===== src/design/audio_frame_descriptors_assert.svh =====
// Assertion macros for the frame descriptor back end.
// Expects clk and rst_n in the scope of use.
`ifndef AUDIO_FRAME_DESCRIPTORS_ASSERT_SVH
`define AUDIO_FRAME_DESCRIPTORS_ASSERT_SVH

// property that must hold at every edge out of reset
`define AFD_ASSERT(lbl, prop, msg) \
    lbl: assert property (@(posedge clk) disable iff (!rst_n) prop) else $error(msg);

// condition that must never be seen
`define AFD_NEVER(lbl, cond, msg) `AFD_ASSERT(lbl, !(cond), msg)

`endif


===== src/design/afd_pkg.sv =====
// Package for the audio frame descriptor block: defaults, register codes,
// configuration struct and fixed scale constants. No dependencies.
package afd_pkg;

    localparam int BANDS_DEF      = 16;
    localparam int RING_DEPTH_DEF = 32;
    localparam int QUEUE_DEPTH    = 2;

    // configuration register indexes
    localparam logic [2:0] REG_ALPHA  = 3'd0;
    localparam logic [2:0] REG_FLOOR  = 3'd1;
    localparam logic [2:0] REG_SPAN   = 3'd2;
    localparam logic [2:0] REG_WINDOW = 3'd3;
    localparam logic [2:0] REG_RATE   = 3'd4;

    // reset values
    localparam logic [15:0]        ALPHA_RST  = 16'd655;
    localparam logic signed [12:0] FLOOR_RST  = -13'sd3072;
    localparam logic [12:0]        SPAN_RST   = 13'd3072;
    localparam logic [15:0]        WINDOW_RST = 16'd4000;
    localparam logic [9:0]         RATE_RST   = 10'd8;

    // descriptor scale: 255, and 255 * 1000 ms per second
    localparam int ENG_SCALE  = 255;
    localparam int DENS_SCALE = 255000;

    typedef struct packed {
        logic [15:0]        alpha;
        logic signed [12:0] floor_q;
        logic [12:0]        span;
        logic [15:0]        window;
        logic [9:0]         rate;
    } afd_cfg_t;

endpackage


===== src/design/afd_queue.sv =====
// Small FIFO of frame requests between the band front end and the back end.
// Depends on afd_pkg for its depth.
module afd_queue
    import afd_pkg::*;
#(
    parameter int WIDTH = 8
)
(
    input  logic             clk,
    input  logic             rst_n,
    input  logic             wr_en,
    input  logic [WIDTH-1:0] wr_data,
    output logic             full,
    input  logic             rd_en,
    output logic [WIDTH-1:0] rd_data,
    output logic             empty
);
    localparam int PTR_W = (QUEUE_DEPTH > 1) ? $clog2(QUEUE_DEPTH) : 1;
    localparam int CNT_W = $clog2(QUEUE_DEPTH + 1);

    logic [WIDTH-1:0] slot_reg [QUEUE_DEPTH];
    logic [PTR_W-1:0] wr_ptr_reg, wr_ptr_next;
    logic [PTR_W-1:0] rd_ptr_reg, rd_ptr_next;
    logic [CNT_W-1:0] count_reg, count_next;
    logic             do_wr, do_rd;

    assign full    = (count_reg == CNT_W'(QUEUE_DEPTH));
    assign empty   = (count_reg == '0);
    assign rd_data = slot_reg[rd_ptr_reg];
    assign do_wr   = wr_en && !full;
    assign do_rd   = rd_en && !empty;

    // pointer and fill count
    always_comb
    begin
        wr_ptr_next = wr_ptr_reg;
        rd_ptr_next = rd_ptr_reg;
        if (do_wr)
        begin
            wr_ptr_next = (wr_ptr_reg == PTR_W'(QUEUE_DEPTH - 1)) ? '0 : wr_ptr_reg + 1'b1;
        end
        if (do_rd)
        begin
            rd_ptr_next = (rd_ptr_reg == PTR_W'(QUEUE_DEPTH - 1)) ? '0 : rd_ptr_reg + 1'b1;
        end
        count_next = count_reg + CNT_W'(do_wr) - CNT_W'(do_rd);
    end

    always_ff @(posedge clk or negedge rst_n)
    begin
        if (!rst_n)
        begin
            wr_ptr_reg <= '0;
            rd_ptr_reg <= '0;
            count_reg  <= '0;
        end
        else
        begin
            wr_ptr_reg <= wr_ptr_next;
            rd_ptr_reg <= rd_ptr_next;
            count_reg  <= count_next;
        end
    end

    // storage
    always_ff @(posedge clk)
    begin
        if (do_wr)
        begin
            slot_reg[wr_ptr_reg] <= wr_data;
        end
    end

endmodule


===== config.mk =====
export PLATFORM = sky130hd
export DESIGN_NAME = afd_queue
export DESIGN_NICKNAME = d
export VERILOG_FILES = /design/src/design/audio_frame_descriptors_assert.svh /design/src/design/afd_pkg.sv /design/src/design/afd_queue.sv
export SDC_FILE = /design/constraint.sdc
export NUM_CORES = 1
export LEC_CHECK = 0
export BUFFER_PORTS_ARGS = -buffer_cell sky130_fd_sc_hd__buf_2
export CORE_MARGIN = 2
export CORE_UTILIZATION = 49
export CTS_CLUSTER_SIZE = 10
export DETAILED_ROUTE_END_ITERATION = 7
export PLACE_DENSITY = 0.88
export SLEW_MARGIN = 0
export SYNTH_ARGS = -nofsm -noshare
export SYNTH_HDL_FRONTEND = slang
export SYNTH_SLANG_ARGS = --single-unit

===== constraint.sdc =====
create_clock -name clk -period 2.7 [get_ports clk]
set_input_delay 0.54 -clock clk [delete_from_list [all_inputs] [get_ports clk]]
set_output_delay 0.54 -clock clk [all_outputs]
set_load 0.01 [all_outputs]

After elaboration in Yosys (flattened, before gate mapping) --
Memory sizes are Yosys's and may differ from the RTL's. Index checks and enable logic that the tools add are counted.
Operators by class: $add $sub $neg 4, equality and inequality tests 1, mux-type cells 4, reduce and logical (&&, ||, !) cells 5
Operator list (number):
- $mux W1 | 4
- $add A1 B1 Y1 const B | 2
- $add A2 B1 Y2 | 1
- $eq A2 B2 Y1 const B | 1
- $logic_and A1 B1 Y1 | 2
- $logic_not A1 Y1 | 2
- $logic_not A2 Y1 | 1
- $sub A2 B1 Y2 | 1
Storage, ports and cells: register bits after elaboration 4, memory bits (writable) 16, input bits 12, output and inout port bits 10, word-level logic and storage cells 18, memories kept 1
Memory list:
- slot_reg | words 2, bits a word 8, rd ports 1, clocked after Yosys merged registers in 0, write ports 1, line afd_queue.sv:21 | logic [WIDTH-1:0] slot_reg [QUEUE_DEPTH];

Longest topological paths before layout --
Gate-level depths: netlist of run 1.
depth in word-level cells 5, gate-level depth with buffers 7, depth with buffers taken out 7

Worst setup path before layout of run 1 --
No wires, ideal clock.
path kind input port to flip-flop, from in rd_en, to reg count_reg[1], setup time 123 ps, arrival 1403 ps, data required time 2577 ps, setup slack 1174 ps, stages on the path 6, buffers on the path 0, path through nor2b_2 > ha_1 > inv_1 > ha_1 > xnor2_1 > xnor2_1
On the way: cells in the longest elaborated chain, start to end 2
RTL lines:
- start: declaration | line afd_queue.sv:14 | input logic rd_en,
- $logic_and A1 B1 Y1 | line afd_queue.sv:31 | assign do_rd = rd_en && !empty;
- $sub A2 B1 Y2 | line afd_queue.sv:46 | count_next = count_reg + CNT_W'(do_wr) - CNT_W'(do_rd);
- via count_next[1] | line afd_queue.sv:24 | logic [CNT_W-1:0] count_reg, count_next;
- end signal: assignment | line afd_queue.sv:61 | count_reg <= count_next;
- end: declaration | line afd_queue.sv:24
The timed path passes the listed nets, and every way through them passes these cells. A chain may end at the register's enable or synchronous reset.

Worst setup path in the final report of run 1 --
from reg rd_ptr_reg, to out rd_data[7]
On the way: cells in the longest elaborated chain, start to end 1
RTL lines:
- start: declaration | line afd_queue.sv:23 | logic [PTR_W-1:0] rd_ptr_reg, rd_ptr_next;
- start signal: assignment | line afd_queue.sv:60 | rd_ptr_reg <= rd_ptr_next;
- $mem_v2 Z2 W8
- end: declaration | line afd_queue.sv:15 | output logic [WIDTH-1:0] rd_data,
No other way between the ends.

==> results list, run 1 <==
* Status: completed
- The die is 44.0 um tall.
- The final route contains 412 vias.
- Root buffer cell: sky130_fd_sc_hd__clkbuf_4
* Clock transition at the register clock pins on the worst setup and hold paths after CTS: 0.10 ns
* H-tree lvl count: 1
* Internal power: 653 uW
- TritonCTS clock tree: done
- Row generation in the floorplan step produced 14 rows.
- Cells fill 61.4% of the core in the end.
- Reported max-cap violation count: 0
* Peak per-stage delay on the critical path: 0.58 ns
* Effective utilization at floorplan: 52.1%
- Along the worst path, the maximum fanout reaches 9.
- Yosys top cell by area: sky130_fd_sc_hd__edfxtp_1
* Number of DRC markers after the initial detailed-route iteration: 10
- # clock sinks: 20
- Number of nets in the synthesized netlist: 57
* Final-report hold violation count: 0
* Share of total power consumed by net switching: 30.7%
* R2r startpoint: count_reg[1]$_DFF_PN0_
- The share of the Yosys chip area taken by registers is 74.0%.
- Net switching power figure: 289 uW
* Max Transition Viols Final: 0
* Floorplan Core Area: 1510 um^2
- Placer's final routability congestion estimate: 0.776
- For the pin with the worst max-slew slack, the measured transition is 0.677 ns.
- The worst register-to-register path has a depth of 3.
* Fmax: 516 MHz
* Source-to-sink clock delay at the later pin of the worst-skew pair: 0.29 ns
- Instance count of the mapped netlist: 43
* Path class of the lowest-slack min-delay path: in -> async
* Relative contribution of combinational cells to total power: 33.3%
- Maximum number of pins on one net before global-route repair: 12
* Slowest cell on the critical path: sky130_fd_sc_hd__dfrtp_1
- Sequential cells burn 52.0% of the power.
* Routed wire length: 1.09 mm
* Ratio of cells with drive above 1 in the final layout: 50.7%
- Power comes to 941 uW.
* Crit path capture type: output pin
- The clock arrives with 0.00555 ns of skew.
- The via count of the first global-routing pass was 375.
- In the global route stage, overall resource usage came out at 12.6%.
- Antenna Nets Post-Route: 0
* Worst Setup Path Type: reg -> out
* Total inserted antenna cells: 0
- Once the clock tree was built, the resizer swapped 0 gates to a different size.
- Final net count: 82
- The first TritonRoute pass finished after 3 iterations.
- The wire-length estimate of the detail-placed layout is 834 um.
* Critical path arrival: 1.40 ns
- Cell-by-cell listing of the critical path: mux2_2 > buf_2
* Post-detailed-route via-to-cell ratio: 4.96
- Total congestion overflow after global routing: 0
- Number of hold-repair buffers added at the cts stage: 0
- Boundary Pins: 22
* DIE WIDTH: 44.0 um
- Start point of the critical path: rd_ptr_reg$_DFFE_PN0P_
* Post-route clock period utilization: 71.8%
- From synthesis to final layout, the design area changed by 17.9%.
- Total leakage power: 0.000384 uW
- Min cycle time layout: 1.94 ns
* Number of flip-flops under the largest register name: 16
- Setup crit start kind: flip-flop
- Share of Yosys cell area claimed by the top area cell type: 61.2%
- In this run the power density over the cells is 1020 nW/um^2.
* Number of distinct standard cells referenced by the synthesized netlist: 14
* Critical Path RT: 2.16 ns
- Following the worst setup path forward leads to its endpoint at rd_data[7].
- Avg Cell Area, Syn: 18.2 um^2
* Initial antenna violation count: 0
- Routed wirelength normalized by instance count: 13.2 um
* Worst slack on hold paths: 0.0421 ns
- Setup violations remaining at the end of the flow were counted as 0.
* Area of the die: 1940 um^2
* Setup TNS: 0 ns
* Worst max-slew margin expressed relative to the limit: 54.7%
* Number of clock buffers inserted by TritonCTS: 3
- After synthesis the netlist holds a flip-flop and latch count of 20.
- In this run the critical register-to-register path is captured at slot_reg[0][2]$_DFFE_PP_.
* Setup Fix Bufs, Post-CTS: 0
- Clock Power Share: 14.7%
- Cell Area, Synth: 785 um^2
- The clock passes through at most 2 buffers.
* Port-buffer cells: 21
- Setup repair after global routing missed its margin: false
* Number of fill cells in the layout: 118
- The setup check on the worst reg-to-reg path leaves a slack of 1.14 ns.
* Area contributors post-synth: sky130_fd_sc_hd__edfxtp_1 61%, sky130_fd_sc_hd__dfrtp_1 13%, sky130_fd_sc_hd__mux2_2 11%
* IR drop worst, VDD: 0.450 mV
* Global-route wire length before repair: 1.59 mm
- Count of yosys warnings during synthesis: 0
* Drt drc: 0
Yosys cell counts:
| cell type | number |
|---|---|
| sky130_fd_sc_hd__mux2_2 | 8 |
| sky130_fd_sc_hd__dfrtp_1 | 4 |
| sky130_fd_sc_hd__nand2b_1 | 1 |
| sky130_fd_sc_hd__xor2_1 | 1 |
| sky130_fd_sc_hd__nand2_1 | 1 |
| sky130_fd_sc_hd__and3_1 | 1 |
| sky130_fd_sc_hd__inv_1 | 2 |
| sky130_fd_sc_hd__edfxtp_1 | 16 |
| sky130_fd_sc_hd__nor2_2 | 1 |
| sky130_fd_sc_hd__nor2b_2 | 1 |
| sky130_fd_sc_hd__buf_6 | 1 |
| sky130_fd_sc_hd__ha_1 | 2 |
| sky130_fd_sc_hd__nor2_1 | 1 |
| sky130_fd_sc_hd__xnor2_1 | 3 |
critical path: cells and delay by family (launching register included):
family	cells	cell delay (ns)
buffers and inverters	1	0.14
flip-flops	1	0.58
multiplexers	1	0.39
final cells by class:
cell class,count,area (um^2),share of cell area [%]
multi-input combinational,20,185,20.0
clock buffer,4,26.3,2.84
timing repair buffer,21,105,11.4
inverter,2,7.51,0.812
tap,16,20.0,2.17
sequential,20,581,62.8
cell usage in the layout, fill, tap and decap left out:
cell / count
sky130_fd_sc_hd__buf_2: 21
sky130_fd_sc_hd__edfxtp_1: 16
sky130_fd_sc_hd__mux2_2: 8
sky130_fd_sc_hd__dfrtp_1: 4
sky130_fd_sc_hd__xnor2_1: 3
sky130_fd_sc_hd__clkbuf_4: 3
sky130_fd_sc_hd__inv_1: 2
sky130_fd_sc_hd__ha_1: 2
sky130_fd_sc_hd__nor2_2: 1
sky130_fd_sc_hd__nor2b_2: 1
sky130_fd_sc_hd__nand2b_1: 1
sky130_fd_sc_hd__nand2_1: 1
sky130_fd_sc_hd__nor2_1: 1
sky130_fd_sc_hd__and3_1: 1
sky130_fd_sc_hd__xor2_1: 1
sky130_fd_sc_hd__clkbuf_1: 1
power groups by stage:
stage | Combinational (uW) | Sequential [uW] | Clock [uW]
6_report | 313 | 490 | 138
3_5_place_dp | 320 | 499 | 0
4_1_cts | 321 | 491 | 146
2_1_floorplan | 258 | 466 | 0
3_3_place_gp | 311 | 492 | 0
5_1_grt | 348 | 500 | 158
cells by family (layout without fill, tap and decap cells):
group         after synthesis  count (layout)  share of synthesized area (%)
xor+xnor                    4               4                           4.47
fa+ha+maj                   2               2                           3.19
buf+inv                     3              27                           2.39
flops                      20              20                           74.0
mux                         8               8                           11.5
simple gates                6               6                           4.47
worst min path at each step:
stage                      from                     end  slack [ns]  cells past startpoint
after global routing      rst_n  count_reg[1]$_DFF_PN0_        0.02                      1
after global placement    rst_n  count_reg[0]$_DFF_PN0_        0.35                      1
after detailed placement  rst_n  count_reg[0]$_DFF_PN0_        0.36                      1
final                     rst_n  count_reg[0]$_DFF_PN0_        0.04                      1
after floorplan           rst_n  count_reg[0]$_DFF_PN0_        0.24                      0
after CTS                 rst_n  count_reg[0]$_DFF_PN0_        0.03                      1
metrics by stage:
stage,cells,cell area [um^2],setup WS [ns]
after floorplan,43,785,1.17
after global placement,79,898,1.06
after detailed placement,79,898,1.03
after CTS,83,925,0.752
after global routing,83,925,0.706
final,83,925,0.761
routing by layer:
layer  GRT usage [%]  vias up  part of all wire (%)
met3            4.08        2                   4.4
met4            10.9        0                   2.3
met1            13.2      197                    42
met2            20.3       11                    51
li1                -      202                     -
met5               0        -                     0
Note: power is estimated with default switching activity, not from simulation.
==> run 2: changes to the inputs <==
Settings changed: ABC_AREA set to 1, PLACE_DENSITY 0.88 to 0.87.
Clock period 2.7 ns to 1.97 ns, I/O delays scaled along.
==> run 2 against run 1 <==
Synthesized area is 4.9% higher. Clock power is 140% higher. Critical endpoint is now rd_data[1]. Power rose by 60%. Worst setup slack lost 0.45 ns. Routed wire length is 27% higher. First-iteration DRC count up 120%. Critical path type unchanged. Largest cell class unchanged. Core utilization is 4.0 points higher. Final cell count grew 41%. Worst hold slack better by 0.23 ns. Clock skew barely moved.
==> results list, run 2 <==
- Routed wirelength normalized by instance count: 11.9 um (-9.7%)
- The global-route congestion overflow total is 0 (unchanged).
* Total leakage power: 0.000512 uW (+33%)
* Count of yosys warnings during synthesis: 0 (unchanged)
- Number of DRC markers after the initial detailed-route iteration: 22 (+12)
* # clock sinks: 20 (unchanged)
- Commonest cells in the synthesized netlist: 35 x sky130_fd_sc_hd__nand2_1, 16 x sky130_fd_sc_hd__edfxtp_1, 9 x sky130_fd_sc_hd__inv_1
- Top-count cell post-synth: sky130_fd_sc_hd__nand2_1
- Area Growth Syn to Fin: 22.3%
- The post-cts repair resize count was 0 (unchanged).
* Drt drc: 0 (unchanged)
* Cell-by-cell listing of the critical path: inv_4 > nand2_1 > nand2_1 > buf_2
* DIE WIDTH: 45.0 um (+2.2%)
* Global-route wire length before repair: 2.29 mm (+44%)
- Effective utilization at floorplan: 53.4% (+1.3 points)
* Critical path arrival: 1.26 ns (-0.14 ns)
* Fmax: 604 MHz
- For this run, the leading register cell type out of synthesis is sky130_fd_sc_hd__edfxtp_1.
- The slowest stage of the critical path is the sky130_fd_sc_hd__dfrtp_1 cell.
- Worst Setup Path Type: reg -> out
- Number of instances in the placed design: 112 (+42%)
- In this run the worst setup path terminates at rd_data[1].
- The net count after synthesis was 89 (+56%).
* Dominant cell type by count on the critical path: sky130_fd_sc_hd__nand2_1
- Status: completed
- The data required time at the worst endpoint is 1.58 ns (-0.58 ns).
* Worst max-slew margin expressed relative to the limit: 74.9% (+20 points)
- Share of the yosys chip area belonging to registers: 70.5% (-3.5 points)
* Area contributors post-synth: sky130_fd_sc_hd__edfxtp_1 58%, sky130_fd_sc_hd__nand2_1 16%, sky130_fd_sc_hd__dfrtp_1 12%
- Commonest cells after routing, fill and taps aside: 35 x sky130_fd_sc_hd__nand2_1, 21 x sky130_fd_sc_hd__buf_2, 16 x sky130_fd_sc_hd__edfxtp_1, 9 x sky130_fd_sc_hd__inv_1, 4 x sky130_fd_sc_hd__dfrtp_1
* Instance count of the mapped netlist: 75 (+74%)
- Category of cells accounting for the largest share of critical-path delay: flip-flops
- Reported max-cap violation count: 0 (unchanged)
* Setup crit start kind: flip-flop
- The number of antenna violations at the first check in global routing was 0 (unchanged).
- The worst register-to-register path begins at count_reg[1]$_DFF_PN0_.
- The half-perimeter wire length after detailed placement is 1.00 mm (+20%).
- Number of synthesized flops with an enable pin: 16 (unchanged)
- The sequential cell area is 581 um^2 (unchanged).
- Root buffer cell: sky130_fd_sc_hd__clkbuf_4
- Area of the die: 2020 um^2 (+4.5%)
- TritonCTS clock tree: done
- Setup repair after global routing missed its margin: false
* Maximum count of clock buffers along a single path: 2 (unchanged)
- The number of search-and-repair iterations in the first detailed-routing pass came to 4 (+1).
* All-Layer GR Usage: 16.1% (+3.5 points)
* Crit path capture type: output pin
- The largest net degree at the start of global routing is 13 (+1).
* Total number of cells along the worst setup path: 4 (+2)
- Floorplan Core Area: 1540 um^2 (+2.3%)
- Antenna Nets Post-Route: 0 (unchanged)
- Post-route clock period utilization: 84.1%
- Number of distinct standard cells referenced by the synthesized netlist: 11 (-3)
* Reg-to-reg setup timing slack: 0.54 ns (-0.60 ns)
- The routed wire length came to 1.39 mm (+27%).
- Clock transition at the register clock pins on the worst setup and hold paths after CTS: 0.11 ns (about the same)
- Yosys top cell by area: sky130_fd_sc_hd__edfxtp_1
- The minimum setup slack in the final design is 0.313 ns (-0.448 ns).
- Placer's final routability congestion estimate: 0.730 (-5.9%)
- The critical path starts at rd_ptr_reg$_DFFE_PN0P_.
- Total inserted antenna cells: 0 (unchanged)
* Maximum fanout count along the critical path: 10 (+1)
* Flip-flop and latch count after synthesis: 20 (unchanged)
- The fraction of final layout cells with drive strength greater than 1 came to 29.7% (-21 points).
* IR drop worst, VDD: 1.05 mV (+130%)
- The transition time at the pin with the least slew margin came to 0.377 ns (-0.300 ns).
- Cell count of the worst reg-to-reg path: 10 (+7)
- Final net count: 116 (+41%)
- Max Transition Viols Final: 0 (unchanged)
* Power density over cell area: 1500 nW/um^2 (+47%)
- Path class of the lowest-slack min-delay path: in -> reg
* Setup TNS: 0 ns (unchanged)
* Final setup viols: 0 (unchanged)
- Area of the multi-input gates: 188 um^2 (+1.4%)
- Die boundary height: 45.0 um (+2.2%)
- Final Util: 65.3% (+4.0 points)
- Share of Yosys cell area claimed by the top area cell type: 58.4% (-2.9 points)
- The smallest clock period supported by the final layout is computed as 1.66 ns.
* Number of flip-flops under the largest register name: 16 (unchanged)
- The H-tree depth reported by CTS is 1 (unchanged).
- The count of input and output buffers came to 21 (unchanged).
- The fill cell instance count of the final layout came to 110 (-6.8%).
- Number of clock buffers inserted by TritonCTS: 3 (unchanged)
- Number of vias after detailed routing: 572 (+39%)
* Boundary Pins: 22 (unchanged)
- Cell Area, Synth: 823 um^2 (+4.9%)
- The delay of the slowest cell on the worst path is 0.59 ns (about the same).
* Source-to-sink clock delay at the later pin of the worst-skew pair: 0.30 ns (about the same)
- The post-CTS setup buffer count is 0 (unchanged).
- The setup skew after layout came to 0.00541 ns (-0.000144 ns).
- The per-cell via count in the routed design is 4.89 (-1.5%).
* Most common cell after layout, fill and taps aside: sky130_fd_sc_hd__nand2_1
* Avg Cell Area, Syn: 11.0 um^2 (-40%)
* Number of global-route vias before repair: 556 (+48%)
- The count of buffer and inverter cells on the critical path was 2 (+1).
- Worst-case setup slack after placement: 0.569 ns (-0.461 ns)
- The post-layout total power came to 1510 uW (+60%).
- The proportion of register bits with asynchronous set or reset after synthesis came to 20.0% (unchanged).
* Number of standard cells in the layout, taps in and fillers out: 117 (+41%)
- Endpoint of the worst register-to-register path: count_reg[1]$_DFF_PN0_
- Row cnt: 14 (unchanged)
- Final-report hold violation count: 0 (unchanged)
==> run 2: changes by cell type after synthesis, sizes merged, moves of 3 or more <==
cell and change:
nand2 +36, inv +9, mux2 -8, nand3 +3, xnor2 -3
==> run 2: worst min path at each step <==
stage,cells after the start,endpoint,slack [ns],startpoint
6_report,1,slot_reg[0][0]$_DFFE_PP_,0.28,wr_data[0]
5_1_grt,1,slot_reg[1][1]$_DFFE_PP_,0.27,wr_data[1]
4_1_cts,1,slot_reg[0][1]$_DFFE_PP_,0.27,wr_data[1]
3_5_place_dp,1,count_reg[1]$_DFF_PN0_,0.20,rst_n
3_3_place_gp,1,count_reg[1]$_DFF_PN0_,0.20,rst_n
2_1_floorplan,0,count_reg[0]$_DFF_PN0_,0.1,rst_n
==> run 2: layer usage <==
metal | up-vias | global-route usage (%) | part of all wire (%)
met2 | 22 | 26.3 | 53
met3 | 4 | 4.00 | 5.0
met1 | 256 | 20.5 | 41
li1 | 290 | - | -
met4 | 0 | 7.06 | 1.1
met5 | - | 0 | 0
==> run 2: repair_timing <==
item,in CTS,in global routing
hold endpoints to repair,4,0
hold buffers,1,0
setup endpoints to repair,0,0
==> run 2: logic make-up after synthesis <==
kind of cell | share of synthesized area, %
adder cells (fa/ha/maj) | 3.04
AND/OR/NAND/NOR | 19.8
buffers and inverters | 6.69
flip-flops | 70.5
==> run 2: metrics by stage <==
step	area, um^2	hold slack, ns
2_1_floorplan	823	0.0984
3_3_place_gp	945	0.203
3_5_place_dp	945	0.203
4_1_cts	1010	0.268
5_1_grt	1010	0.266
6_report	1010	0.277
==> run 2: cell type report <==
class | instances | share of cell area [%]
Clock buffer | 3 | 2.24
Clock inverter | 1 | 2.98
Inverter | 11 | 4.35
Multi-Input combinational cell | 43 | 18.6
Sequential cell | 20 | 57.6
Tap cell | 16 | 1.99
Timing Repair Buffer | 23 | 12.2
==> run 2: report_power, final <==
group	internal, uW	switching (uW)
clock network	206	123
logic	193	328
registers	587	70.6
