`src/design/audio_frame_descriptors_assert.svh`:
```
// Assertion macros for the frame descriptor back end.
// Expects clk and rst_n in the scope of use.
`ifndef AUDIO_FRAME_DESCRIPTORS_ASSERT_SVH
`define AUDIO_FRAME_DESCRIPTORS_ASSERT_SVH

// property that must hold at every edge out of reset
`define AFD_ASSERT(lbl, prop, msg) \
    lbl: assert property (@(posedge clk) disable iff (!rst_n) prop) else $error(msg);

// condition that must never be seen
`define AFD_NEVER(lbl, cond, msg) `AFD_ASSERT(lbl, !(cond), msg)

`endif

```
`src/design/afd_pkg.sv`:
```
// Package for the audio frame descriptor block: defaults, register codes,
// configuration struct and fixed scale constants. No dependencies.
package afd_pkg;

    localparam int BANDS_DEF      = 16;
    localparam int RING_DEPTH_DEF = 32;
    localparam int QUEUE_DEPTH    = 2;

    // configuration register indexes
    localparam logic [2:0] REG_ALPHA  = 3'd0;
    localparam logic [2:0] REG_FLOOR  = 3'd1;
    localparam logic [2:0] REG_SPAN   = 3'd2;
    localparam logic [2:0] REG_WINDOW = 3'd3;
    localparam logic [2:0] REG_RATE   = 3'd4;

    // reset values
    localparam logic [15:0]        ALPHA_RST  = 16'd655;
    localparam logic signed [12:0] FLOOR_RST  = -13'sd3072;
    localparam logic [12:0]        SPAN_RST   = 13'd3072;
    localparam logic [15:0]        WINDOW_RST = 16'd4000;
    localparam logic [9:0]         RATE_RST   = 10'd8;

    // descriptor scale: 255, and 255 * 1000 ms per second
    localparam int ENG_SCALE  = 255;
    localparam int DENS_SCALE = 255000;

    typedef struct packed {
        logic [15:0]        alpha;
        logic signed [12:0] floor_q;
        logic [12:0]        span;
        logic [15:0]        window;
        logic [9:0]         rate;
    } afd_cfg_t;

endpackage

```
`src/design/afd_div.sv`:
```
// Restoring divider, one quotient bit per cycle, quotient saturated to 255.
// Depends on afd_pkg.
module afd_div
    import afd_pkg::*;
#(
    parameter int DIV_W = 32
)
(
    input  logic             clk,
    input  logic             rst_n,
    input  logic             start,
    input  logic [DIV_W-1:0] num,
    input  logic [DIV_W-1:0] den,
    output logic             done,
    output logic [7:0]       quot
);
    localparam int STEP_W = $clog2(DIV_W + 1);

    logic [DIV_W-1:0]  q_reg;
    logic [DIV_W-1:0]  d_reg;
    logic [DIV_W:0]    rem_reg;
    logic [STEP_W-1:0] step_reg;
    logic              busy_reg;
    logic [DIV_W:0]    rem_shift;
    logic              fits;

    assign rem_shift = {rem_reg[DIV_W-1:0], q_reg[DIV_W-1]};
    assign fits      = (rem_shift >= {1'b0, d_reg});
    assign done      = busy_reg && (step_reg == '0);
    assign quot      = (q_reg > DIV_W'(255)) ? 8'd255 : q_reg[7:0];

    always_ff @(posedge clk or negedge rst_n)
    begin
        if (!rst_n)
        begin
            busy_reg <= 1'b0;
            step_reg <= '0;
        end
        else if (start)
        begin
            busy_reg <= 1'b1;
            step_reg <= STEP_W'(DIV_W);
        end
        else if (done)
        begin
            busy_reg <= 1'b0;
        end
        else if (busy_reg)
        begin
            step_reg <= step_reg - 1'b1;
        end
    end

    always_ff @(posedge clk)
    begin
        if (start)
        begin
            q_reg   <= num;
            d_reg   <= den;
            rem_reg <= '0;
        end
        else if (busy_reg && (step_reg != '0))
        begin
            rem_reg <= fits ? rem_shift - {1'b0, d_reg} : rem_shift;
            q_reg   <= {q_reg[DIV_W-2:0], fits};
        end
    end

endmodule

```
`src/design/afd_back.sv`:
```
// Back end: per-frame sequencer for centroid, energy envelope and log2,
// event ring and density. Depends on afd_pkg, afd_div and the assert header.
`include "audio_frame_descriptors_assert.svh"
module afd_back
    import afd_pkg::*;
#(
    parameter int BANDS      = BANDS_DEF,
    parameter int RING_DEPTH = RING_DEPTH_DEF,
    parameter int REC_W      = 8
)
(
    input  logic             clk,
    input  logic             rst_n,
    input  afd_cfg_t         cfg,
    input  logic             q_empty,
    input  logic [REC_W-1:0] q_data,
    output logic             q_pop,
    output logic             empty,
    input  logic             pop,
    output logic [7:0]       centroid,
    output logic [7:0]       energy,
    output logic [7:0]       density
);
    localparam int CNT_W   = $clog2(BANDS + 1);
    localparam int MSUM_W  = 16 + CNT_W;
    localparam int WSUM_W  = MSUM_W + $clog2(BANDS);
    localparam int IDX_W   = (RING_DEPTH > 1) ? $clog2(RING_DEPTH) : 1;
    localparam int STO_W   = $clog2(RING_DEPTH + 1);
    localparam int CNUM_W  = WSUM_W + 8;
    localparam int DNUM_W  = 18 + STO_W;
    localparam int DIV_A   = (CNUM_W > DNUM_W) ? CNUM_W : DNUM_W;
    localparam int DIV_W   = (DIV_A > 26) ? DIV_A : 26;

    localparam logic [4:0] S_IDLE     = 5'd0;
    localparam logic [4:0] S_ENV_MUL  = 5'd1;
    localparam logic [4:0] S_ENV_SUM  = 5'd2;
    localparam logic [4:0] S_CEN      = 5'd3;
    localparam logic [4:0] S_CEN_WAIT = 5'd4;
    localparam logic [4:0] S_NORM     = 5'd5;
    localparam logic [4:0] S_SQ_MUL   = 5'd6;
    localparam logic [4:0] S_SQ_ADJ   = 5'd7;
    localparam logic [4:0] S_ENG      = 5'd8;
    localparam logic [4:0] S_ENG_WAIT = 5'd9;
    localparam logic [4:0] S_RING_WR  = 5'd10;
    localparam logic [4:0] S_SCAN_RD  = 5'd11;
    localparam logic [4:0] S_SCAN_CMP = 5'd12;
    localparam logic [4:0] S_DEN_MUL  = 5'd13;
    localparam logic [4:0] S_DEN      = 5'd14;
    localparam logic [4:0] S_DEN_WAIT = 5'd15;
    localparam logic [4:0] S_DONE     = 5'd16;

    logic [4:0]        state_reg;

    // frame request fields
    logic [MSUM_W-1:0] msum_reg;
    logic [WSUM_W-1:0] wsum_reg;
    logic [15:0]       rms_reg;
    logic              evt_reg;
    logic [31:0]       now_reg;
    logic [31:0]       wstart_reg;
    logic [15:0]       wms_reg;
    logic [MSUM_W-1:0] q_msum;
    logic [WSUM_W-1:0] q_wsum;
    logic [15:0]       q_rms;
    logic              q_evt;
    logic [31:0]       q_now;
    logic [15:0]       win;

    // envelope and log
    logic [23:0]       env_reg;
    logic [40:0]       pa_reg, pb_reg, env_sum;
    logic [24:0]       env_shr;
    logic [23:0]       env_next;
    logic [16:0]       alpha_inv;
    logic [23:0]       x_reg;
    logic [47:0]       sq_reg;
    logic [24:0]       sq_shr;
    logic [4:0]        p_reg;
    logic [7:0]        frac_reg;
    logic [2:0]        iter_reg;
    logic signed [13:0] log_val;
    logic signed [14:0] diff;

    // centroid operands
    logic [DIV_W-1:0]  cnum_reg, cden_reg;

    // event ring
    logic [31:0]       event_times [RING_DEPTH];
    logic [31:0]       rd_reg;
    logic [IDX_W-1:0]  head_reg;
    logic [STO_W-1:0]  stored_reg;
    logic [STO_W-1:0]  scan_reg;
    logic [STO_W-1:0]  n_reg;
    logic [25:0]       wprod_reg;
    logic              ring_we;

    // divider
    logic              div_start;
    logic [DIV_W-1:0]  div_num, div_den;
    logic              div_done;
    logic [7:0]        div_q;

    // results
    logic [7:0]        cen_reg, eng_reg, dens_reg;
    logic              res_valid_reg;
    logic [7:0]        cen_out_reg, eng_out_reg, dens_out_reg;
    logic              res_load;

    assign {q_msum, q_wsum, q_rms, q_evt, q_now} = q_data;
    assign win = (cfg.window == '0) ? 16'd1 : cfg.window;

    assign q_pop = (state_reg == S_IDLE) && !q_empty;

    assign alpha_inv = 17'h10000 - {1'b0, cfg.alpha};
    assign env_sum   = pa_reg + pb_reg + 41'd32768;
    assign env_shr   = env_sum[40:16];
    assign env_next  = env_shr[24] ? 24'hFFFFFF : env_shr[23:0];
    assign sq_shr    = sq_reg[47:23];
    assign log_val   = $signed({6'(p_reg) - 6'd24, frac_reg});
    assign diff      = 15'(log_val) - 15'(cfg.floor_q);

    assign ring_we  = (state_reg == S_RING_WR) && evt_reg;
    assign res_load = (state_reg == S_DONE) && (!res_valid_reg || pop);

    assign empty    = !res_valid_reg;
    assign centroid = cen_out_reg;
    assign energy   = eng_out_reg;
    assign density  = dens_out_reg;

    // shared divider requests
    always_comb
    begin
        div_start = 1'b0;
        div_num   = cnum_reg;
        div_den   = cden_reg;
        unique case (state_reg)
            S_CEN:
            begin
                div_start = (msum_reg != '0);
            end
            S_ENG:
            begin
                div_start = (diff > 15'sd0) && (cfg.span != '0);
                div_num   = DIV_W'(diff[13:0]) * DIV_W'(ENG_SCALE);
                div_den   = DIV_W'(cfg.span);
            end
            S_DEN:
            begin
                div_start = (n_reg != '0) && (cfg.rate != '0);
                div_num   = DIV_W'(n_reg) * DIV_W'(DENS_SCALE);
                div_den   = DIV_W'(wprod_reg);
            end
            default:
            begin
                div_start = 1'b0;
            end
        endcase
    end

    afd_div #(
        .DIV_W (DIV_W)
    ) u_div (
        .clk   (clk),
        .rst_n (rst_n),
        .start (div_start),
        .num   (div_num),
        .den   (div_den),
        .done  (div_done),
        .quot  (div_q)
    );

    // sequencer and control state
    always_ff @(posedge clk or negedge rst_n)
    begin
        if (!rst_n)
        begin
            state_reg     <= S_IDLE;
            env_reg       <= '0;
            head_reg      <= '0;
            stored_reg    <= '0;
            res_valid_reg <= 1'b0;
        end
        else
        begin
            if (res_load)
            begin
                res_valid_reg <= 1'b1;
            end
            else if (pop)
            begin
                res_valid_reg <= 1'b0;
            end

            unique case (state_reg)
                S_IDLE:
                begin
                    if (!q_empty)
                    begin
                        state_reg <= S_ENV_MUL;
                    end
                end
                S_ENV_MUL:
                begin
                    state_reg <= S_ENV_SUM;
                end
                S_ENV_SUM:
                begin
                    env_reg   <= env_next;
                    state_reg <= S_CEN;
                end
                S_CEN:
                begin
                    state_reg <= (msum_reg != '0) ? S_CEN_WAIT : S_NORM;
                end
                S_CEN_WAIT:
                begin
                    if (div_done)
                    begin
                        state_reg <= S_NORM;
                    end
                end
                S_NORM:
                begin
                    if (env_reg == '0)
                    begin
                        state_reg <= S_RING_WR;
                    end
                    else if (x_reg[23] || (p_reg == '0))
                    begin
                        state_reg <= S_SQ_MUL;
                    end
                end
                S_SQ_MUL:
                begin
                    state_reg <= S_SQ_ADJ;
                end
                S_SQ_ADJ:
                begin
                    state_reg <= (iter_reg == 3'd7) ? S_ENG : S_SQ_MUL;
                end
                S_ENG:
                begin
                    state_reg <= div_start ? S_ENG_WAIT : S_RING_WR;
                end
                S_ENG_WAIT:
                begin
                    if (div_done)
                    begin
                        state_reg <= S_RING_WR;
                    end
                end
                S_RING_WR:
                begin
                    if (evt_reg)
                    begin
                        head_reg <= (head_reg == IDX_W'(RING_DEPTH - 1)) ? '0
                                                                         : head_reg + 1'b1;
                        if (stored_reg < STO_W'(RING_DEPTH))
                        begin
                            stored_reg <= stored_reg + 1'b1;
                        end
                    end
                    state_reg <= S_SCAN_RD;
                end
                S_SCAN_RD:
                begin
                    state_reg <= (scan_reg < stored_reg) ? S_SCAN_CMP : S_DEN_MUL;
                end
                S_SCAN_CMP:
                begin
                    state_reg <= S_SCAN_RD;
                end
                S_DEN_MUL:
                begin
                    state_reg <= S_DEN;
                end
                S_DEN:
                begin
                    state_reg <= div_start ? S_DEN_WAIT : S_DONE;
                end
                S_DEN_WAIT:
                begin
                    if (div_done)
                    begin
                        state_reg <= S_DONE;
                    end
                end
                S_DONE:
                begin
                    if (res_load)
                    begin
                        state_reg <= S_IDLE;
                    end
                end
                default:
                begin
                    state_reg <= S_IDLE;
                end
            endcase
        end
    end

    // datapath registers
    always_ff @(posedge clk)
    begin
        unique case (state_reg)
            S_IDLE:
            begin
                msum_reg   <= q_msum;
                wsum_reg   <= q_wsum;
                rms_reg    <= q_rms;
                evt_reg    <= q_evt;
                now_reg    <= q_now;
                wstart_reg <= (q_now > 32'(win)) ? q_now - 32'(win) : '0;
                wms_reg    <= (q_now < 32'(win)) ? ((q_now == '0) ? 16'd1 : q_now[15:0])
                                                 : win;
            end
            S_ENV_MUL:
            begin
                pa_reg   <= 41'(env_reg) * 41'(alpha_inv);
                pb_reg   <= 41'({rms_reg, 8'd0}) * 41'(cfg.alpha);
                cnum_reg <= DIV_W'({wsum_reg, 8'd0}) - DIV_W'(wsum_reg);
                cden_reg <= DIV_W'(msum_reg) * DIV_W'(BANDS - 1);
            end
            S_ENV_SUM:
            begin
                x_reg <= env_next;
                p_reg <= 5'd23;
            end
            S_CEN:
            begin
                cen_reg <= '0;
            end
            S_CEN_WAIT:
            begin
                if (div_done)
                begin
                    cen_reg <= div_q;
                end
            end
            S_NORM:
            begin
                eng_reg  <= '0;
                frac_reg <= '0;
                iter_reg <= '0;
                if (!x_reg[23] && (p_reg != '0))
                begin
                    x_reg <= {x_reg[22:0], 1'b0};
                    p_reg <= p_reg - 1'b1;
                end
            end
            S_SQ_MUL:
            begin
                sq_reg <= 48'(x_reg) * 48'(x_reg);
            end
            S_SQ_ADJ:
            begin
                x_reg    <= sq_shr[24] ? sq_shr[24:1] : sq_shr[23:0];
                frac_reg <= {frac_reg[6:0], sq_shr[24]};
                iter_reg <= iter_reg + 1'b1;
            end
            S_ENG:
            begin
                eng_reg <= ((diff > 15'sd0) && (cfg.span == '0)) ? 8'd255 : 8'd0;
            end
            S_ENG_WAIT:
            begin
                if (div_done)
                begin
                    eng_reg <= div_q;
                end
            end
            S_RING_WR:
            begin
                scan_reg <= '0;
                n_reg    <= '0;
            end
            S_SCAN_CMP:
            begin
                if (rd_reg >= wstart_reg)
                begin
                    n_reg <= n_reg + 1'b1;
                end
                scan_reg <= scan_reg + 1'b1;
            end
            S_DEN_MUL:
            begin
                wprod_reg <= 26'(wms_reg) * 26'(cfg.rate);
            end
            S_DEN:
            begin
                dens_reg <= (n_reg != '0) ? 8'd255 : 8'd0;
            end
            S_DEN_WAIT:
            begin
                if (div_done)
                begin
                    dens_reg <= div_q;
                end
            end
            default:
            begin
            end
        endcase

        if (res_load)
        begin
            cen_out_reg  <= cen_reg;
            eng_out_reg  <= eng_reg;
            dens_out_reg <= dens_reg;
        end
    end

    // event time ring: one write port, one registered read port
    always_ff @(posedge clk)
    begin
        if (ring_we)
        begin
            event_times[head_reg] <= now_reg;
        end
        rd_reg <= event_times[scan_reg[IDX_W-1:0]];
    end

    `AFD_ASSERT(a_pop_only_idle, q_pop |-> (state_reg == S_IDLE), "request taken while busy")
    `AFD_ASSERT(a_result_held, (res_valid_reg && !pop) |=> (res_valid_reg && $stable(cen_out_reg) && $stable(eng_out_reg) && $stable(dens_out_reg)), "waiting result changed")
    `AFD_NEVER(a_ring_count, stored_reg > STO_W'(RING_DEPTH), "ring count over depth")
    `AFD_NEVER(a_div_restart, div_start && (state_reg == S_CEN_WAIT || state_reg == S_ENG_WAIT || state_reg == S_DEN_WAIT), "divider restarted while busy")

endmodule

```
`config.mk`:
```
export PLATFORM = sky130hd
export DESIGN_NAME = afd_back
export DESIGN_NICKNAME = d
export VERILOG_FILES = /design/src/design/afd_pkg.sv /design/src/design/afd_div.sv /design/src/design/afd_back.sv
export VERILOG_INCLUDE_DIRS = /design/src /design/src/design
export SDC_FILE = /design/constraint.sdc
export NUM_CORES = 2
export LEC_CHECK = 0
export BUFFER_PORTS_ARGS = -buffer_cell sky130_fd_sc_hd__buf_4
export CAP_MARGIN = 20
export CORE_MARGIN = 5
export CORE_UTILIZATION = 31
export CTS_BUF_LIST = sky130_fd_sc_hd__clkbuf_16
export DETAILED_ROUTE_END_ITERATION = 10
export SLEW_MARGIN = 20
export SYNTH_ARGS = -nofsm -noshare
export SYNTH_HDL_FRONTEND = slang
export SYNTH_SLANG_ARGS = --single-unit
```
`constraint.sdc`:
```
create_clock -name clk -period 16.1 [get_ports clk]
set_input_delay 0.805 -clock clk [delete_from_list [all_inputs] [get_ports clk]]
set_output_delay 0.805 -clock clk [all_outputs]
set_load 0.03 [all_outputs]
```
# After elaboration in Yosys (flattened, before gate mapping)
# Index checks and enable logic that the tools add are counted.
[totals] reg_bits=431 out_inout_bits=26 word_cells=166
[classes] add_sub_neg=11 mul=5 n_lt_le_gt_ge=7 eq_ne=26 mux=46 n_reduce_logical=45
[op_table] operator="$mux W33" n=3
[op_table] operator="$pmux W5 S16" n=1
[op_table] operator="$mux W24" n=3
[op_table] operator="$pmux W24 S3" n=1
[op_table] operator="$pmux W26 S2" n=1
[op_table] operator="$mul A24 B24 Y48" n=1
[op_table] operator="$pmux W24 S2" n=1
[op_table] operator="$pmux W8 S2" n=3
[op_table] operator="$mux W5" n=9
[op_table] operator="$add A41 B16 Y41 const B" n=1
[op_table] operator="$mul A24 B17 Y41" n=1
[op_table] operator="$eq A5 B4 Y1 const B" n=8
[op_table] operator="$mux W8" n=5
[op_table] operator="$ge A34 B33 Y1" n=1
[op_table] operator="$gt A33 B8 Y1 const B" n=1
[op_table] operator="$sub A33 B33 Y33" n=1
[op_table] operator="$ge A32 B32 Y1" n=1
[op_table] operator="$logic_not A32 Y1" n=1
[op_table] operator="$mux W16" n=2
[op_table] operator="$mul A16 B10 Y26" n=1
[op_table] operator="$logic_not A24 Y1" n=1
[op_table] operator="$mux W6" n=4
[op_table] operator="$pmux W6 S2" n=2
[op_table] operator="$pmux W8 S3" n=1
[op_table] operator="other kinds (43)" n=86

# Longest topological paths before layout
[depth] word_depth=7 mapped_depth=29 depth_no_buf=28

# Hierarchy
# Synthesis repeated with hierarchy kept, for this count alone.
[hier_totals] hier_cells=5612 hier_area_um2=53507.6
[modules_own_cells] mod="afd_back" n_inst=1 cells_each=4993 area_per_inst_um2=47349.2 seq_area_each_um2=6366.1
[modules_own_cells] mod="afd_div" n_inst=1 cells_each=619 area_per_inst_um2=6158.4 seq_area_each_um2=2817.7

# Least setup slack after synthesis
# Ideal clock, no wire load.
[synth_timing] path_kind="input -> register" startpoint="input cfg[59] in the netlist's numbering" endpoint="register pa_reg[34], data pin" arrival_time_ps=7490 t_required_ps=15842 slack_ps=8351 cell_stages=24 n_path_buf=1 path_cell_list="or4_1 or4_1 nor3_1 xnor2_1 clkbuf_1 nand2_1 fa_1 fa_1 inv_1 fa_1 fa_1 fa_1 inv_1 fa_1 inv_1 ha_1 a21oi_1 o21ai_0 a221o_1 o21ai_0 a31oi_1 or3_1 a21oi_1 xnor2_1"
[synth_via] elab_chain_cells=2
[synth_lines] element="start, declared" line_no="afd_back.sv:14" rtl="input afd_cfg_t cfg,"
[synth_lines] element="$sub A17 B16 Y17" line_no="afd_back.sv:114" rtl="assign alpha_inv = 17'h10000 - {1'b0, cfg.alpha};"
[synth_lines] element="$mul A24 B17 Y41" line_no="afd_back.sv:320" rtl="pa_reg <= 41'(env_reg) * 41'(alpha_inv);"
[synth_lines] element="end signal, assigned" line_no="afd_back.sv:320"
[synth_lines] element="end, declared" line_no="afd_back.sv:71" rtl="logic [40:0] pa_reg, pb_reg, env_sum;"
# No other way between the ends.
# A chain may end at the register's enable or synchronous reset.

# Worst setup path in the final report
[layout_timing] startpoint="input cfg[52] in the netlist's numbering" endpoint="register pa_reg[36], data pin"
# The elaborated chain is that of the path after synthesis.

==> summary.md <==
| Metric | Value |
|---|---|
| Share of flip-flops with an asynchronous set or reset | `11.7%` |
| Residual DRC count | `0` |
| Reg clk slew, reported paths | `0.06 ns` |
| Data required time of the critical path | `16.45 ns` |
| CTS H-Tree Depth | `2` |
| Length in cells of the worst reg-to-reg path | `22` |
| Overall track demand over capacity in global routing | `14.4%` |
| Die footprint | `178,000 µm²` |
| Number of slew-limit violations in the final report | `0` |
| Netlist area before placement | `52,700 µm²` |
| Post-cts resize count | `0` |
| Overall via count from detail_route | `37,000` |
| Clock root cell | `sky130_fd_sc_hd__clkbuf_16` |
| NumNets Final | `7,081` |
| Die Span X | `422 µm` |
| Syn. warnings | `0` |
| Clock latency reported for the late side of the worst-skew pair | `0.57 ns` |
| Initial standard-cell utilization of the core | `31.2%` |
| Synth Area in Adders | `47.1%` |
| Number of iterations in the first detailed-routing pass | `8` |
| Total of flip-flops plus latches after synthesis | `316` |
| IO Count | `106` |
| Dominant synthesized flop cell | `sky130_fd_sc_hd__edfxtp_1` |
| Commonest cells after routing, fill and taps aside | `sky130_fd_sc_hd__inv_1 (1,239), sky130_fd_sc_hd__fa_1 (936), sky130_fd_sc_hd__nand2_1 (634)` |
| Combinational family with the most area after synthesis | `adder cells` |
| CP arrival | `8.51 ns` |
| Post-layout minimum cycle time | `8.16 ns` |
| Number of violations reported at the end of detailed-routing iteration 0 | `2,240` |
| DP HPWL | `99,800 µm` |
| Avg Cell Area, Syn | `9.44 µm²` |
| Largest clock skew in the final design | `0.0294 ns` |
| Average wire per standard cell | `16.3 µm` |
| Fill count | `17,400` |
| Simple-gate share of the synthesized area | `14.4%` |
| Gate Count Post-Synth | `5,586` |
| Maximum clock frequency | `123 MHz` |
| Initial antenna violation count | `1` |
| Outcome | `finished clean` |
| Count of final setup violators | `0` |
| Relative max-transition margin | `35.3%` |
| Category of the most critical setup path | `input pin to flip-flop` |
| Post-DRT Antenna Nets | `0` |
| Final-report hold violation count | `0` |
| Setup tns final | `0 ns` |
| Residual overflow from global routing | `0` |
| Number of sinks handled by clock tree synthesis | `316` |
| Inserted Diodes | `0` |
| Die H | `422 µm` |
| Clock tree from TritonCTS | `done` |
| Maximum number of pins on one net before global-route repair | `77` |
| Core Box Area | `169,000 µm²` |
| Type of element capturing the critical path | `flip-flop` |
| Number of maximum-capacitance violations | `0` |
| Routed wire length | `127,000 µm` |
| Setup repair after global routing missed its margin | `no` |
| Critical path peak fanout | `25` |
| Post CTS Setup Buffer Count | `0` |
| Maximum buffer depth of the clock tree | `3` |
| Number of enable-type register cells in the synthesized netlist | `246` |
| Area share of the leading cell type in the synthesized netlist | `35.5%` |
| Via count of the first global-routing pass | `39,700` |
| Mux contribution to synthesized area | `0.717%` |
| Startpoint type of the worst setup path | `input pin` |
| GPL Wtd Cong | `0.857` |
| CTS buffer count | `39` |
| Area fraction in compound gates after synthesis | `7.08%` |
| Layout overhead on the synthesized area | `8.85%` |
| Post-synthesis cell type with the largest combined area | `sky130_fd_sc_hd__fa_1` |
| Synthesized-area fraction occupied by xor and xnor cells | `3.27%` |
| Drt via density | `4.72` |
| Number of standard-cell rows in the floorplan | `151` |
| Biggest area contributors in the synthesized netlist | `sky130_fd_sc_hd__fa_1 (36%), sky130_fd_sc_hd__edfxtp_1 (14%), sky130_fd_sc_hd__ha_1 (12%)` |
| Slew of the pin with the lowest slew margin | `0.971 ns` |
| Fraction of the cycle the final worst path needs | `50.7%` |
| Worst min-delay path class | `input pin to asynchronous set/reset pin` |
| Part of the Yosys area used for sequential elements | `17.0%` |
| Hold bufs inserted after CTS | `0` |
| Most common cell after layout, fill and taps aside | `sky130_fd_sc_hd__inv_1` |
| Fraction of layout cells with a size suffix above 1 | `5.28%` |
| Number of unique standard cell types used by synthesis | `87` |
| Count of port buffers added during placement | `105` |
| First-pass GRT wire length | `211,000 µm` |
[per-layer routing]
metal	vias to the layer above	part of all wire, %	GRT usage, %
met2	819	48	24.6
met4	0	1.8	2.78
met5	-	0	0
met3	159	4.6	1.40
li1	17300	-	-
met1	18700	45	19.9
[final timing paths]
check	start	to	slack, ns
min in group clk	eng_reg[0]$_DFFE_PP_	energy[0]$_DFFE_PP_	0.40
max in group asynchronous	rst_n	state_reg[1]$_DFFE_PN0P_	15.46
max reg2reg	x_reg[12]$_DFFE_PP_	sq_reg[41]$_DFFE_PP_	8.14
max	cfg[52]	pa_reg[36]$_DFFE_PP_	7.94
min reg2reg	eng_reg[0]$_DFFE_PP_	energy[0]$_DFFE_PP_	0.40
min	rst_n	u_div.step_reg[4]$_DFFE_PN0P_	0.23
[critical path, stage by stage]
cell and delay [ns]:
sky130_fd_sc_hd__buf_4 0.22, sky130_fd_sc_hd__nor3_1 0.44, sky130_fd_sc_hd__nand2_1 0.17, sky130_fd_sc_hd__nor3_1 0.39
sky130_fd_sc_hd__nand2b_1 0.13, sky130_fd_sc_hd__nor2_1 0.17, sky130_fd_sc_hd__xnor2_2 0.12, sky130_fd_sc_hd__buf_4 0.32
sky130_fd_sc_hd__nand2_1 0.11, sky130_fd_sc_hd__fa_1 0.52, sky130_fd_sc_hd__inv_1 0.05, sky130_fd_sc_hd__fa_1 0.55
sky130_fd_sc_hd__fa_1 0.43, sky130_fd_sc_hd__fa_1 0.46, sky130_fd_sc_hd__fa_1 0.49, sky130_fd_sc_hd__inv_1 0.05
sky130_fd_sc_hd__fa_1 0.50, sky130_fd_sc_hd__inv_1 0.06, sky130_fd_sc_hd__ha_1 0.38, sky130_fd_sc_hd__nand4_1 0.17
sky130_fd_sc_hd__a2111oi_0 0.46, sky130_fd_sc_hd__a31oi_1 0.08, sky130_fd_sc_hd__nand2_1 0.17, sky130_fd_sc_hd__o21ai_0 0.20
sky130_fd_sc_hd__a31oi_1 0.37, sky130_fd_sc_hd__o221ai_1 0.24, sky130_fd_sc_hd__a211o_1 0.33, sky130_fd_sc_hd__o311ai_0 0.11
[metrics by stage]
step | hold slack [ns] | setup WS [ns] | util (%) | instances | area, µm²
floorplan | 0.400 | 8.35 | - | 5593 | 52800
global placement | 0.404 | 7.44 | 33.1 | 7753 | 56100
detailed placement | 0.405 | 7.38 | 33.1 | 7755 | 56100
CTS | 0.214 | 7.95 | 33.9 | 7826 | 57400
global route | 0.248 | 7.36 | 33.9 | 7826 | 57400
finish | 0.229 | 7.94 | 33.9 | 7826 | 57400
[area by class of cell]
cell class              count  area (µm²)  area share, %
flip-flops and latches    316        8970           15.6
repair buffers            174        1310           2.29
inverters                1227        4610           8.02
well taps                2218        2780           4.83
clock buffers              40        1000           1.74
clock inverters            31         289          0.504
multi-input cells        3820       38400           67.0
[cell families after synthesis]
group | Yosys count
flip-flops | 316
buffers and inverters | 1457
adder cells (fa/ha/maj) | 1423
XOR/XNOR | 197
multiplexers | 34
AND/OR/NAND/NOR | 1576
other | 1
AO/OA/AOI/OAI | 582
[Yosys cell counts, types with 27 or more instances]
library cell,instances
sky130_fd_sc_hd__a31oi_1,60
sky130_fd_sc_hd__a21o_1,51
sky130_fd_sc_hd__nand3_1,66
sky130_fd_sc_hd__and3_1,46
sky130_fd_sc_hd__o21ai_0,93
sky130_fd_sc_hd__and2_1,376
sky130_fd_sc_hd__ha_1,487
sky130_fd_sc_hd__nor4_1,27
sky130_fd_sc_hd__nand2_1,634
sky130_fd_sc_hd__inv_1,1226
sky130_fd_sc_hd__nor2_1,241
sky130_fd_sc_hd__dfrtp_1,37
sky130_fd_sc_hd__a21oi_1,183
sky130_fd_sc_hd__dfxtp_1,33
sky130_fd_sc_hd__nor3_1,57
sky130_fd_sc_hd__fa_1,936
sky130_fd_sc_hd__clkbuf_1,218
sky130_fd_sc_hd__xnor2_1,126
sky130_fd_sc_hd__edfxtp_1,246
sky130_fd_sc_hd__xor2_1,71
Power is left out: the tool's default activity adds up to more than one toggle a clock period on the data nets, which glitch-free logic cannot reach.
